**config.mk**
```make
export PLATFORM = sky130hd
export DESIGN_NAME = curve_stitch_segment_generator_core
export DESIGN_NICKNAME = d
export VERILOG_FILES = /design/src/rtl/core/csg_pkg.sv /design/src/rtl/core/curve_stitch_segment_generator_core.sv
export SDC_FILE = /design/constraint.sdc
export NUM_CORES = 2
export LEC_CHECK = 0
export BUFFER_PORTS_ARGS = -buffer_cell sky130_fd_sc_hd__buf_4
export CORE_UTILIZATION = 64
export DETAILED_ROUTE_END_ITERATION = 6
export GPL_TIMING_DRIVEN = 0
export MAX_ROUTING_LAYER = met4
export PLACE_DENSITY = 0.83
export SYNTH_ARGS = -nofsm -noshare
export SYNTH_HDL_FRONTEND = slang
export SYNTH_SLANG_ARGS = --single-unit
```
**constraint.sdc**
```tcl
create_clock -name clk -period 13.3 [get_ports clk]
set_clock_uncertainty 0.05 [all_clocks]
set_input_delay 1.33 -clock clk [delete_from_list [all_inputs] [get_ports clk]]
set_output_delay 1.33 -clock clk [all_outputs]
set_load 0.1 [all_outputs]
```
**src/rtl/core/csg_pkg.sv**
```systemverilog
`default_nettype none
package csg_pkg;

	localparam int CoordBits = 16;
	localparam int DivBits   = 6;
	localparam int DivMin    = 2;
	localparam int DivMax    = 62;
	localparam int DivReset  = 20;
	localparam int AddrBits  = 2;
	localparam int DataBits  = 32;

	// register map (byte addresses)
	localparam logic [AddrBits-1:0] RegDivAddr = AddrBits'(0);

	typedef struct packed {
		logic signed [CoordBits-1:0] first_x;
		logic signed [CoordBits-1:0] first_y;
		logic signed [CoordBits-1:0] apex_x;
		logic signed [CoordBits-1:0] apex_y;
		logic signed [CoordBits-1:0] third_x;
		logic signed [CoordBits-1:0] third_y;
	} item_t;

	typedef struct packed {
		logic signed [CoordBits-1:0] start_x;
		logic signed [CoordBits-1:0] start_y;
		logic signed [CoordBits-1:0] end_x;
		logic signed [CoordBits-1:0] end_y;
		logic                        pen_up_move;
		logic                        last_segment;
	} seg_t;

endpackage
`default_nettype wire

```
**src/rtl/core/curve_stitch_segment_generator_core.sv**
```systemverilog
`default_nettype none
// Curve-stitch segment generator. Each item beat carries three corners P1, P2, P3; the block
// returns n+1 segment beats: P1-P2, P2-P3, then the stitches i = 1..n-1 from
// P1+(P2-P1)*i/n to P2+(P3-P2)*i/n, each segment turned so that it starts at the end nearer
// the pen. n is the divisions register clamped to 2..62. A bit-serial divider first splits
// each axis step into quotient and remainder; each segment then passes through a pick state
// that forms its ends, a squarer state on the single shared squarer for the two squared pen
// distances, and an emit state that loads the output register and waits while the segment
// side stalls.
// item_ready is high only between items.
module curve_stitch_segment_generator_core
	import csg_pkg::*;
(
	input  logic                clk,
	input  logic                arst_n,
	input  logic                item_valid,
	output logic                item_ready,
	input  item_t               item,
	output logic                seg_valid,
	input  logic                seg_ready,
	output seg_t                seg,
	input  logic                psel,
	input  logic                penable,
	input  logic                pwrite,
	input  logic [AddrBits-1:0] paddr,
	input  logic [DataBits-1:0] pwdata,
	output logic [DataBits-1:0] prdata,
	output logic                pready
);

	localparam int Lanes   = 4;
	localparam int CntBits = $clog2(CoordBits);
	localparam int SqBits  = 2 * CoordBits;

	typedef enum logic [4:0] {
		ST_IDLE = 5'b00001,
		ST_DIV  = 5'b00010,
		ST_PICK = 5'b00100,
		ST_SQ   = 5'b01000,
		ST_EMIT = 5'b10000
	} state_t;

	state_t state_q;

	logic [DivBits-1:0] divisions_q;
	logic [DivBits-1:0] n_clamp;
	logic [DivBits-1:0] n_q;
	logic [DivBits-1:0] seg_cnt_q;
	logic [CntBits-1:0] div_cnt_q;
	logic [2:0]         sq_cnt_q;

	// lanes: 0 = A.x, 1 = A.y, 2 = B.x, 3 = B.y
	logic signed [CoordBits-1:0] base_q [Lanes];
	logic                        neg_q  [Lanes];
	logic [CoordBits-1:0]        quo_q  [Lanes];
	logic [DivBits-1:0]          rem_q  [Lanes];
	logic [CoordBits-1:0]        acc_q  [Lanes];
	logic [DivBits-1:0]          frac_q [Lanes];
	logic signed [CoordBits-1:0] third_x_q, third_y_q;

	logic signed [CoordBits-1:0] in_base [Lanes];
	logic signed [CoordBits-1:0] in_tgt  [Lanes];
	logic                        in_neg  [Lanes];
	logic [CoordBits-1:0]        in_mag  [Lanes];
	logic [DivBits-1:0]          rem_nx  [Lanes];
	logic [CoordBits-1:0]        quo_nx  [Lanes];
	logic [DivBits-1:0]          frac_nx [Lanes];
	logic [CoordBits-1:0]        acc_nx  [Lanes];
	logic signed [CoordBits-1:0] pt      [Lanes];

	logic signed [CoordBits-1:0] ax_q, ay_q, bx_q, by_q;
	logic signed [CoordBits-1:0] pen_x_q, pen_y_q;
	logic                        pen_placed_q;

	logic [SqBits-1:0]   prod_s1;
	logic [SqBits:0]     dist_a_q, dist_b_q;
	logic signed [CoordBits-1:0] sq_pt, sq_pen;
	logic signed [CoordBits:0]   sq_diff;
	logic [CoordBits-1:0]        sq_mag;

	logic                        near_a;
	logic signed [CoordBits-1:0] st_x, st_y, en_x, en_y;
	logic                        load_seg;
	logic                        last_seg;
	logic                        cfg_wr;
	seg_t                        seg_q;
	logic                        seg_valid_q;

	// configuration port
	assign pready = 1'b1;
	assign cfg_wr = psel && penable && pwrite && (paddr == RegDivAddr);
	assign prdata = (paddr == RegDivAddr) ? {{(DataBits-DivBits){1'b0}}, divisions_q} : '0;

	always_comb begin
		if (divisions_q < DivBits'(DivMin)) begin
			n_clamp = DivBits'(DivMin);
		end else if (divisions_q > DivBits'(DivMax)) begin
			n_clamp = DivBits'(DivMax);
		end else begin
			n_clamp = divisions_q;
		end
	end

	// per-lane set-up, divider step, stitch advance and point
	always_comb begin
		logic signed [CoordBits:0] delta;
		logic signed [CoordBits:0] off;
		logic [DivBits:0]          trial;
		logic [DivBits:0]          fsum;
		logic                      ge;
		logic                      wrap;
		in_base[0] = item.first_x;
		in_base[1] = item.first_y;
		in_base[2] = item.apex_x;
		in_base[3] = item.apex_y;
		in_tgt[0]  = item.apex_x;
		in_tgt[1]  = item.apex_y;
		in_tgt[2]  = item.third_x;
		in_tgt[3]  = item.third_y;
		for (int k = 0; k < Lanes; k++) begin
			delta     = {in_tgt[k][CoordBits-1], in_tgt[k]}
			          - {in_base[k][CoordBits-1], in_base[k]};
			in_neg[k] = delta[CoordBits];
			in_mag[k] = delta[CoordBits] ? CoordBits'(-delta) : delta[CoordBits-1:0];

			trial     = {rem_q[k], quo_q[k][CoordBits-1]};
			ge        = trial >= {1'b0, n_q};
			rem_nx[k] = ge ? DivBits'(trial - {1'b0, n_q}) : trial[DivBits-1:0];
			quo_nx[k] = {quo_q[k][CoordBits-2:0], ge};

			fsum       = {1'b0, frac_q[k]} + {1'b0, rem_q[k]};
			wrap       = fsum >= {1'b0, n_q};
			frac_nx[k] = wrap ? DivBits'(fsum - {1'b0, n_q}) : fsum[DivBits-1:0];
			acc_nx[k]  = acc_q[k] + quo_q[k] + CoordBits'(wrap);

			off   = neg_q[k] ? -$signed({1'b0, acc_q[k]}) : $signed({1'b0, acc_q[k]});
			pt[k] = CoordBits'({base_q[k][CoordBits-1], base_q[k]} + off);
		end
	end

	// shared squarer operand: A.x, A.y, B.x, B.y against the pen
	always_comb begin
		case (sq_cnt_q[1:0])
			2'd0: sq_pt = ax_q;
			2'd1: sq_pt = ay_q;
			2'd2: sq_pt = bx_q;
			2'd3: sq_pt = by_q;
			default: sq_pt = ax_q;
		endcase
		sq_pen  = sq_cnt_q[0] ? pen_y_q : pen_x_q;
		sq_diff = {sq_pt[CoordBits-1], sq_pt} - {sq_pen[CoordBits-1], sq_pen};
		sq_mag  = sq_diff[CoordBits] ? CoordBits'(-sq_diff) : sq_diff[CoordBits-1:0];
	end

	// equal distances reverse the segment
	assign near_a   = dist_a_q < dist_b_q;
	assign st_x     = near_a ? ax_q : bx_q;
	assign st_y     = near_a ? ay_q : by_q;
	assign en_x     = near_a ? bx_q : ax_q;
	assign en_y     = near_a ? by_q : ay_q;
	assign last_seg = seg_cnt_q == n_q;
	assign load_seg = (state_q == ST_EMIT) && (!seg_valid_q || seg_ready);

	assign item_ready = state_q == ST_IDLE;
	assign seg_valid  = seg_valid_q;
	assign seg        = seg_q;

	always_ff @(posedge clk or negedge arst_n) begin
		if (!arst_n) begin
			state_q      <= ST_IDLE;
			divisions_q  <= DivBits'(DivReset);
			seg_valid_q  <= 1'b0;
			pen_x_q      <= '1;
			pen_y_q      <= '1;
			pen_placed_q <= 1'b0;
			seg_cnt_q    <= '0;
			div_cnt_q    <= '0;
			sq_cnt_q     <= '0;
		end else begin
			if (cfg_wr) begin
				divisions_q <= pwdata[DivBits-1:0];
			end
			if (load_seg) begin
				seg_valid_q <= 1'b1;
			end else if (seg_ready) begin
				seg_valid_q <= 1'b0;
			end
			case (state_q)
				ST_IDLE: begin
					if (item_valid) begin
						div_cnt_q <= '0;
						state_q   <= ST_DIV;
					end
				end
				ST_DIV: begin
					if (div_cnt_q == CntBits'(CoordBits - 1)) begin
						seg_cnt_q <= '0;
						state_q   <= ST_PICK;
					end else begin
						div_cnt_q <= div_cnt_q + 1'b1;
					end
				end
				ST_PICK: begin
					sq_cnt_q <= '0;
					state_q  <= ST_SQ;
				end
				ST_SQ: begin
					if (sq_cnt_q == 3'd4) begin
						state_q <= ST_EMIT;
					end else begin
						sq_cnt_q <= sq_cnt_q + 1'b1;
					end
				end
				ST_EMIT: begin
					if (load_seg) begin
						pen_x_q      <= en_x;
						pen_y_q      <= en_y;
						pen_placed_q <= 1'b1;
						if (last_seg) begin
							state_q <= ST_IDLE;
						end else begin
							seg_cnt_q <= seg_cnt_q + 1'b1;
							state_q   <= ST_PICK;
						end
					end
				end
				default: state_q <= ST_IDLE;
			endcase
		end
	end

	// datapath, no reset
	always_ff @(posedge clk) begin
		if (item_ready && item_valid) begin
			n_q       <= n_clamp;
			third_x_q <= item.third_x;
			third_y_q <= item.third_y;
			for (int k = 0; k < Lanes; k++) begin
				base_q[k] <= in_base[k];
				neg_q[k]  <= in_neg[k];
				quo_q[k]  <= in_mag[k];
				rem_q[k]  <= '0;
			end
		end
		if (state_q == ST_DIV) begin
			for (int k = 0; k < Lanes; k++) begin
				quo_q[k]  <= quo_nx[k];
				rem_q[k]  <= rem_nx[k];
				acc_q[k]  <= '0;
				frac_q[k] <= '0;
			end
		end
		if (state_q == ST_PICK) begin
			dist_a_q <= '0;
			dist_b_q <= '0;
			case (seg_cnt_q)
				DivBits'(0): begin
					ax_q <= base_q[0];
					ay_q <= base_q[1];
					bx_q <= base_q[2];
					by_q <= base_q[3];
				end
				DivBits'(1): begin
					ax_q <= base_q[2];
					ay_q <= base_q[3];
					bx_q <= third_x_q;
					by_q <= third_y_q;
				end
				default: begin
					ax_q <= pt[0];
					ay_q <= pt[1];
					bx_q <= pt[2];
					by_q <= pt[3];
				end
			endcase
		end
		if (state_q == ST_SQ) begin
			prod_s1 <= sq_mag * sq_mag;
			if (sq_cnt_q == 3'd1 || sq_cnt_q == 3'd2) begin
				dist_a_q <= dist_a_q + {1'b0, prod_s1};
			end else if (sq_cnt_q == 3'd3 || sq_cnt_q == 3'd4) begin
				dist_b_q <= dist_b_q + {1'b0, prod_s1};
			end
		end
		if (load_seg) begin
			seg_q.start_x      <= st_x;
			seg_q.start_y      <= st_y;
			seg_q.end_x        <= en_x;
			seg_q.end_y        <= en_y;
			seg_q.pen_up_move  <= !pen_placed_q || st_x != pen_x_q || st_y != pen_y_q;
			seg_q.last_segment <= last_seg;
			// step the stitch accumulators for the next stitch
			if (!last_seg && seg_cnt_q != '0) begin
				for (int k = 0; k < Lanes; k++) begin
					acc_q[k]  <= acc_nx[k];
					frac_q[k] <= frac_nx[k];
				end
			end
		end
	end

endmodule
`default_nettype wire

```
# Word-level counts from Yosys, hierarchy flattened
# Memories as Yosys holds them, arrays and structs flattened.
# Cells that the tools add are included.
[totals]
wordCells = 231
ramBits = 244
ff_bits = 324
latch_bits = 0
mem_bits_ro = 0
output_inout_bits = 101
memories = 6
[classes]
shift = 0
div_mod_pow = 0
n_mul = 1
bitwise_logic = 16
n_lt_le_gt_ge = 11
n_mux = 76
add_sub_neg = 43
reduce_logical = 28
n_eq_ne = 24
[memory_table]
columns = ["name", "words", "word_bits", "read_ports", "rd_ports_with_merged_regs", "wr", "line_no", "text"]
rows = [
  ["acc_q", 4, 16, 4, 0, 4, "curve_stitch_segment_generator_core.sv:57", "logic [CoordBits-1:0] acc_q [Lanes];"],
  ["base_q", 4, 16, 4, 0, 4, "curve_stitch_segment_generator_core.sv:53", "logic signed [CoordBits-1:0] base_q [Lanes];"],
  ["quo_q", 4, 16, 4, 0, 4, "curve_stitch_segment_generator_core.sv:55", "logic [CoordBits-1:0] quo_q [Lanes];"],
  ["frac_q", 4, 6, 4, 0, 4, "curve_stitch_segment_generator_core.sv:58", "logic [DivBits-1:0] frac_q [Lanes];"],
  ["rem_q", 4, 6, 4, 0, 4, "curve_stitch_segment_generator_core.sv:56", "logic [DivBits-1:0] rem_q [Lanes];"],
  ["neg_q", 4, 1, 4, 0, 4, "curve_stitch_segment_generator_core.sv:54", "logic neg_q [Lanes];"],
]
[ops]
columns = ["operator", "count"]
rows = [
  ["16-bit 2-to-1 mux", 22],
  ["33-bit 2-to-1 mux", 7],
  ["16-bit negator", 9],
  ["16-bit adder", 8],
  ["16-bit case mux with 2 select lines", 4],
  ["6-bit 2-to-1 mux", 21],
  ["16-bit by 16-bit subtractor with 17-bit output", 5],
  ["33-bit by 32-bit adder with 33-bit output", 2],
  ["16-bit by 1-bit adder with 16-bit output", 4],
  ["16-bit case mux with 4 select lines", 1],
  ["7-bit by 6-bit greater-or-equal comparator with 1-bit output", 8],
  ["6-bit subtractor", 8],
  ["33-bit less-than comparator", 1],
  ["16-bit by 16-bit multiplier with 32-bit output", 1],
  ["16-bit != test", 2],
  ["6-bit by 6-bit adder with 7-bit output", 4],
  ["5-bit case mux with 5 select lines", 1],
  ["5-bit 2-to-1 mux", 4],
  ["1-bit OR", 16],
  ["2-bit != test, second input constant", 7],
  ["6-bit case mux with 2 select lines", 1],
  ["1-bit 2-to-1 mux", 9],
  ["4-bit 2-to-1 mux", 2],
  ["4-bit case mux with 2 select lines", 1],
  ["other kinds (31)", 51],
]

# Logic depth before layout (Yosys ltp)
[logic_depth]
depth_word = 7
depth_mapped = 48

# Least setup slack after synthesis
# Ideal clock, no wire load.
[synth_path]
kind = "reg2reg"
from = "reg sq_cnt_q[0]"
to = "reg prod_s1[31], data pin"
path_buffers = 4
arrival_time_ns = 10.738
slack_ns = 2.244
path_stages_with_launch = 46
synth_period_minus_slack_ns = 11.056
path_cell_list = "dfrtp_1 clkbuf_1 buf_1 inv_1 ha_1 clkbuf_1 a222oi_1 nand2_1 o21ai_0 ha_1 inv_1 fa_1 a211oi_1 o211ai_1 nand4_1 a21oi_1 a41oi_1 mux2_2 (+10 left out) ha_1 fa_1 fa_1 inv_1 fa_1 inv_1 ha_1 nor3_1 o21ai_0 a2111oi_0 nor3b_1 o31a_1 nand2_1 o21ai_0 a21o_1 a21o_1 o41ai_1 xnor3_1"
[synth_between]
elab_chain_len = 6
word_cells_on_any_way = 10
[synth_rtl]
columns = ["element", "line_no", "text"]
rows = [
  ["start: declaration", "curve_stitch_segment_generator_core.sv:50", "logic [2:0] sq_cnt_q;"],
  ["start signal: assignment", "curve_stitch_segment_generator_core.sv:211", "sq_cnt_q <= sq_cnt_q + 1'b1;"],
  ["2-bit equality test, or another cell as far along", "curve_stitch_segment_generator_core.sv:143", "case (sq_cnt_q[1:0])"],
  ["16-bit case mux with 4 select lines", "curve_stitch_segment_generator_core.sv:143", ""],
  ["16-bit by 16-bit subtractor with 17-bit output *", "curve_stitch_segment_generator_core.sv:151", "sq_diff = {sq_pt[CoordBits-1], sq_pt} - {sq_pen[CoordBits-1], sq_pen};"],
  ["16-bit negator", "curve_stitch_segment_generator_core.sv:152", "sq_mag = sq_diff[CoordBits] ? CoordBits'(-sq_diff) : sq_diff[CoordBits-1:0];"],
  ["16-bit 2-to-1 mux *", "curve_stitch_segment_generator_core.sv:152", ""],
  ["16-bit by 16-bit multiplier with 32-bit output *", "curve_stitch_segment_generator_core.sv:278", "prod_s1 <= sq_mag * sq_mag;"],
  ["end signal: assignment", "curve_stitch_segment_generator_core.sv:278", ""],
  ["end: declaration", "curve_stitch_segment_generator_core.sv:75", "logic [SqBits-1:0] prod_s1;"],
]
# Mark *: on every way between the ends. The rest lies on a longest branch, timed or not.
# A chain may end at the register's enable or synchronous reset.

# Final worst setup path
# Same ends and word-level chain as after synthesis.

==> run_results.csv <==
group,metric,value,unit
timing,setup_violations,0,
cts,clkSinkCount,567,
timing,relSlewSlack,7.888,%
critical_path,crit_path_start_kind,"register",
global_routing,grt_pass1_wl,208.9,mm
synthesis,synth_warnings,0,
synthesis,syn_area,47120,um^2
critical_path,end_kind,"register",
cts,cts_made_buffers,67,
route,dr.pass1.iters,7,
route,ant_nets,0,
placed_design,place_area,49940,um^2
synthesis,synth-edff-count,443,
route,dr.first_iter.drc_count,4247,
cts,cts.root.buffer_cell,"clkbuf_16",
final_layout,area.growth.synth_to_final,10.74,%
critical_path,critical_path_arrival,12.92,ns
global_routing,grt_antenna_before_repair,5,
floorplan,die_w,273.3,um
timing,hold_viol_final,0,
synthesis,synth_ff_type,"edfxtp_1",
critical_path,cp_slowest_cell,"xor2_1",
global_routing,grt_pass1_vias,37740,
timing,drv_slew,0,
final_layout,fin_area,52180,um^2
route,viasPerCell,6.263,
final_layout,nets,6009,
placed_design,gp_congestion,1.039,
cts,cts_buffer_depth,3,
route,vias,38960,
route,wire_per_inst,21.79,um
cts,clock_latency,0.64,ns
timing,hold_slack,0.4340,ns
synthesis,synthCells,4920,
critical_path,crit_top_cell,"fa_1",
floorplan,die_area,74710,um^2
critical_path,rr_worst_depth,35,
route,drc_errors,0,
outcome,status,"complete, no violations",
floorplan,start_util,64.58,%
floorplan,core_area,72960,um^2
final_layout,fillCellCount,5404,
global_routing,grt-ovfl-total,0,
final_layout,multiInputGateArea,28460,um^2
critical_path,crit_type,"register to register",
placed_design,dp.cells,6093,
placed_design,hpwl,106.3,mm
min_path,min_path_type,"register to register",
synthesis,postSynthAreaPerCell,9.577,um^2
route,postRouteWirelength,135.5,mm
cts,tritoncts,"yes",
run,drv_cap,0,
min_path,holdPathEnd,"dist_a_q[3]$_DFF_P_",
cts,cts_max_level,3,
timing,finalCritPeriodShare,94.94,%
final_layout,regArea,16120,um^2
critical_path,r2r-end,"prod_s1[31]$_DFFE_PN_",
critical_path,cp_data_required_time,13.60,ns
synthesis,ys_ff_latch,567,
critical_path,critPathMaxFanout,10,
timing,rsz0062_at_grt,"false",
final_layout,drive_above_1_share,8.712,%
floorplan,io_pins,238,
critical_path,startpoint,"sq_cnt_q[0]$_DFFE_PN0P_",
global_routing,grt_max_degree,69,
cts,postCtsSetupBuffers,0,
timing,clock.fmax,79.19,MHz
min_path,hold_start,"dist_a_q[3]$_DFF_P_",
cts,clk_pin_slew_worst_paths,0.06,ns
timing,tightest_slew,1.372,ns
placed_design,io_buffers,184,
synthesis,ys_seq_area_share,34.21,%
critical_path,rrSetupSlack,0.67,ns
critical_path,worst_path_largest_cell_delay,0.76,ns
critical_path,rr_startpoint,"sq_cnt_q[0]$_DFFE_PN0P_",
synthesis,synth-async-reset-ratio,10.23,%
synthesis,yosysUniqueCellTypes,91,
final_layout,fin_cells,6220,
timing,period_needed,12.63,ns
global_routing,gr-usage-all-layers,37.42,%
floorplan,die_h,273.3,um
min_path,hold_path_depth,2,
floorplan,rows,99,
## layer usage
metal	GRT usage (%)	share of wire, %
met1	47.57	39
met3	6.412	10
met5	-	0
met2	58.68	46
met4	16.67	4.8
## cell usage in the layout (no fill, tap or decap), types with 174 or more instances in the layout
cell	count
edfxtp_1	443
o21ai_0	294
nor2_1	424
a21oi_1	322
ha_1	477
xnor2_1	256
buf_4	211
inv_1	520
xor2_1	174
nand2_1	333
fa_1	192
## cell type report
cell class,count,area share [%]
timing repair buffer,189,2.882
sequential,567,30.89
clock buffer,87,3.494
tap,959,2.300
clock inverter,36,0.6810
multi-input combinational,3689,54.55
antenna,4,0.01918
inverter,531,3.832
buffer,158,1.352
## Yosys cell counts (all sizes together) (66+ instances only)
| cell type | n | share of area, % |
|---|---|---|
| a21o | 138 | 2.2 |
| a21oi | 323 | 3.4 |
| clkbuf | 117 | 0.93 |
| dfxtp | 66 | 2.8 |
| edfxtp | 443 | 28 |
| fa | 192 | 8.2 |
| ha | 477 | 13 |
| inv | 524 | 4.2 |
| nand2 | 335 | 2.7 |
| nand3 | 101 | 1.1 |
| nor2 | 425 | 3.4 |
| nor3 | 82 | 0.87 |
| o21ai | 297 | 3.2 |
| o21bai | 67 | 1.1 |
| xnor2 | 260 | 4.9 |
| xor2 | 177 | 3.3 |
## flip-flops by register name, indices dropped and copies added, names as in the netlist, 31 cells and up
name      count
dist_b_q     33
quo_q        64
acc_q        64
prod_s1      31
dist_a_q     33
seg          66
base_q       64
## logic make-up (layout without fill, tap and decap cells)
| group | after synthesis | count (layout) | synth area share, % |
|---|---|---|---|
| other | 2 | 31 | 0.01594 |
| flip-flops | 567 | 567 | 34.21 |
| multiplexers | 108 | 108 | 2.438 |
| buffers and inverters | 689 | 1001 | 5.714 |
| AND/OR/NAND/NOR | 1234 | 1234 | 12.02 |
| AO/OA/AOI/OAI | 1213 | 1213 | 16.56 |
| XOR/XNOR | 438 | 438 | 8.218 |
| adder cells (fa/ha/maj) | 669 | 669 | 20.82 |
## how the worst max path moves through the flow
stage	to	slack (ns)	cells after the start
after floorplan	prod_s1[31]$_DFFE_PN_	2.24	45
after global placement	prod_s1[31]$_DFFE_PN_	-0.46	45
after detailed placement	prod_s1[31]$_DFFE_PN_	-0.62	45
after CTS	prod_s1[31]$_DFFE_PN_	0.04	45
after global routing	prod_s1[31]$_DFFE_PN_	0.01	45
final	prod_s1[31]$_DFFE_PN_	0.67	35
## what timing repair did
action	in CTS	in global routing
resized for setup	2	10
hold buffers	0	0
pin swaps	0	0
endpoints found under the setup margin	6	10
## worst max-delay path: cells and delay by family (launching register included)
kind,cells,cell delay (ns)
compound gates,12,3.53
xor+xnor,2,1.07
fa+ha+maj,9,3.97
buf+inv,6,1.93
flops,1,0.38
mux,2,0.68
simple gates,4,0.73
## stage by stage
step	util, %	worst slack [ns]	TNS (ns)
final	71.52	0.6724	0
after global routing	71.51	0.01430	0
after CTS	71.44	0.04207	0
after detailed placement	68.45	-0.6193	-1.575
after global placement	68.25	-0.4577	-0.7209
after floorplan	-	2.244	0
Power is left out: the tool's default activity adds up to more than one toggle a clock period on the data nets, which glitch-free logic cannot reach.
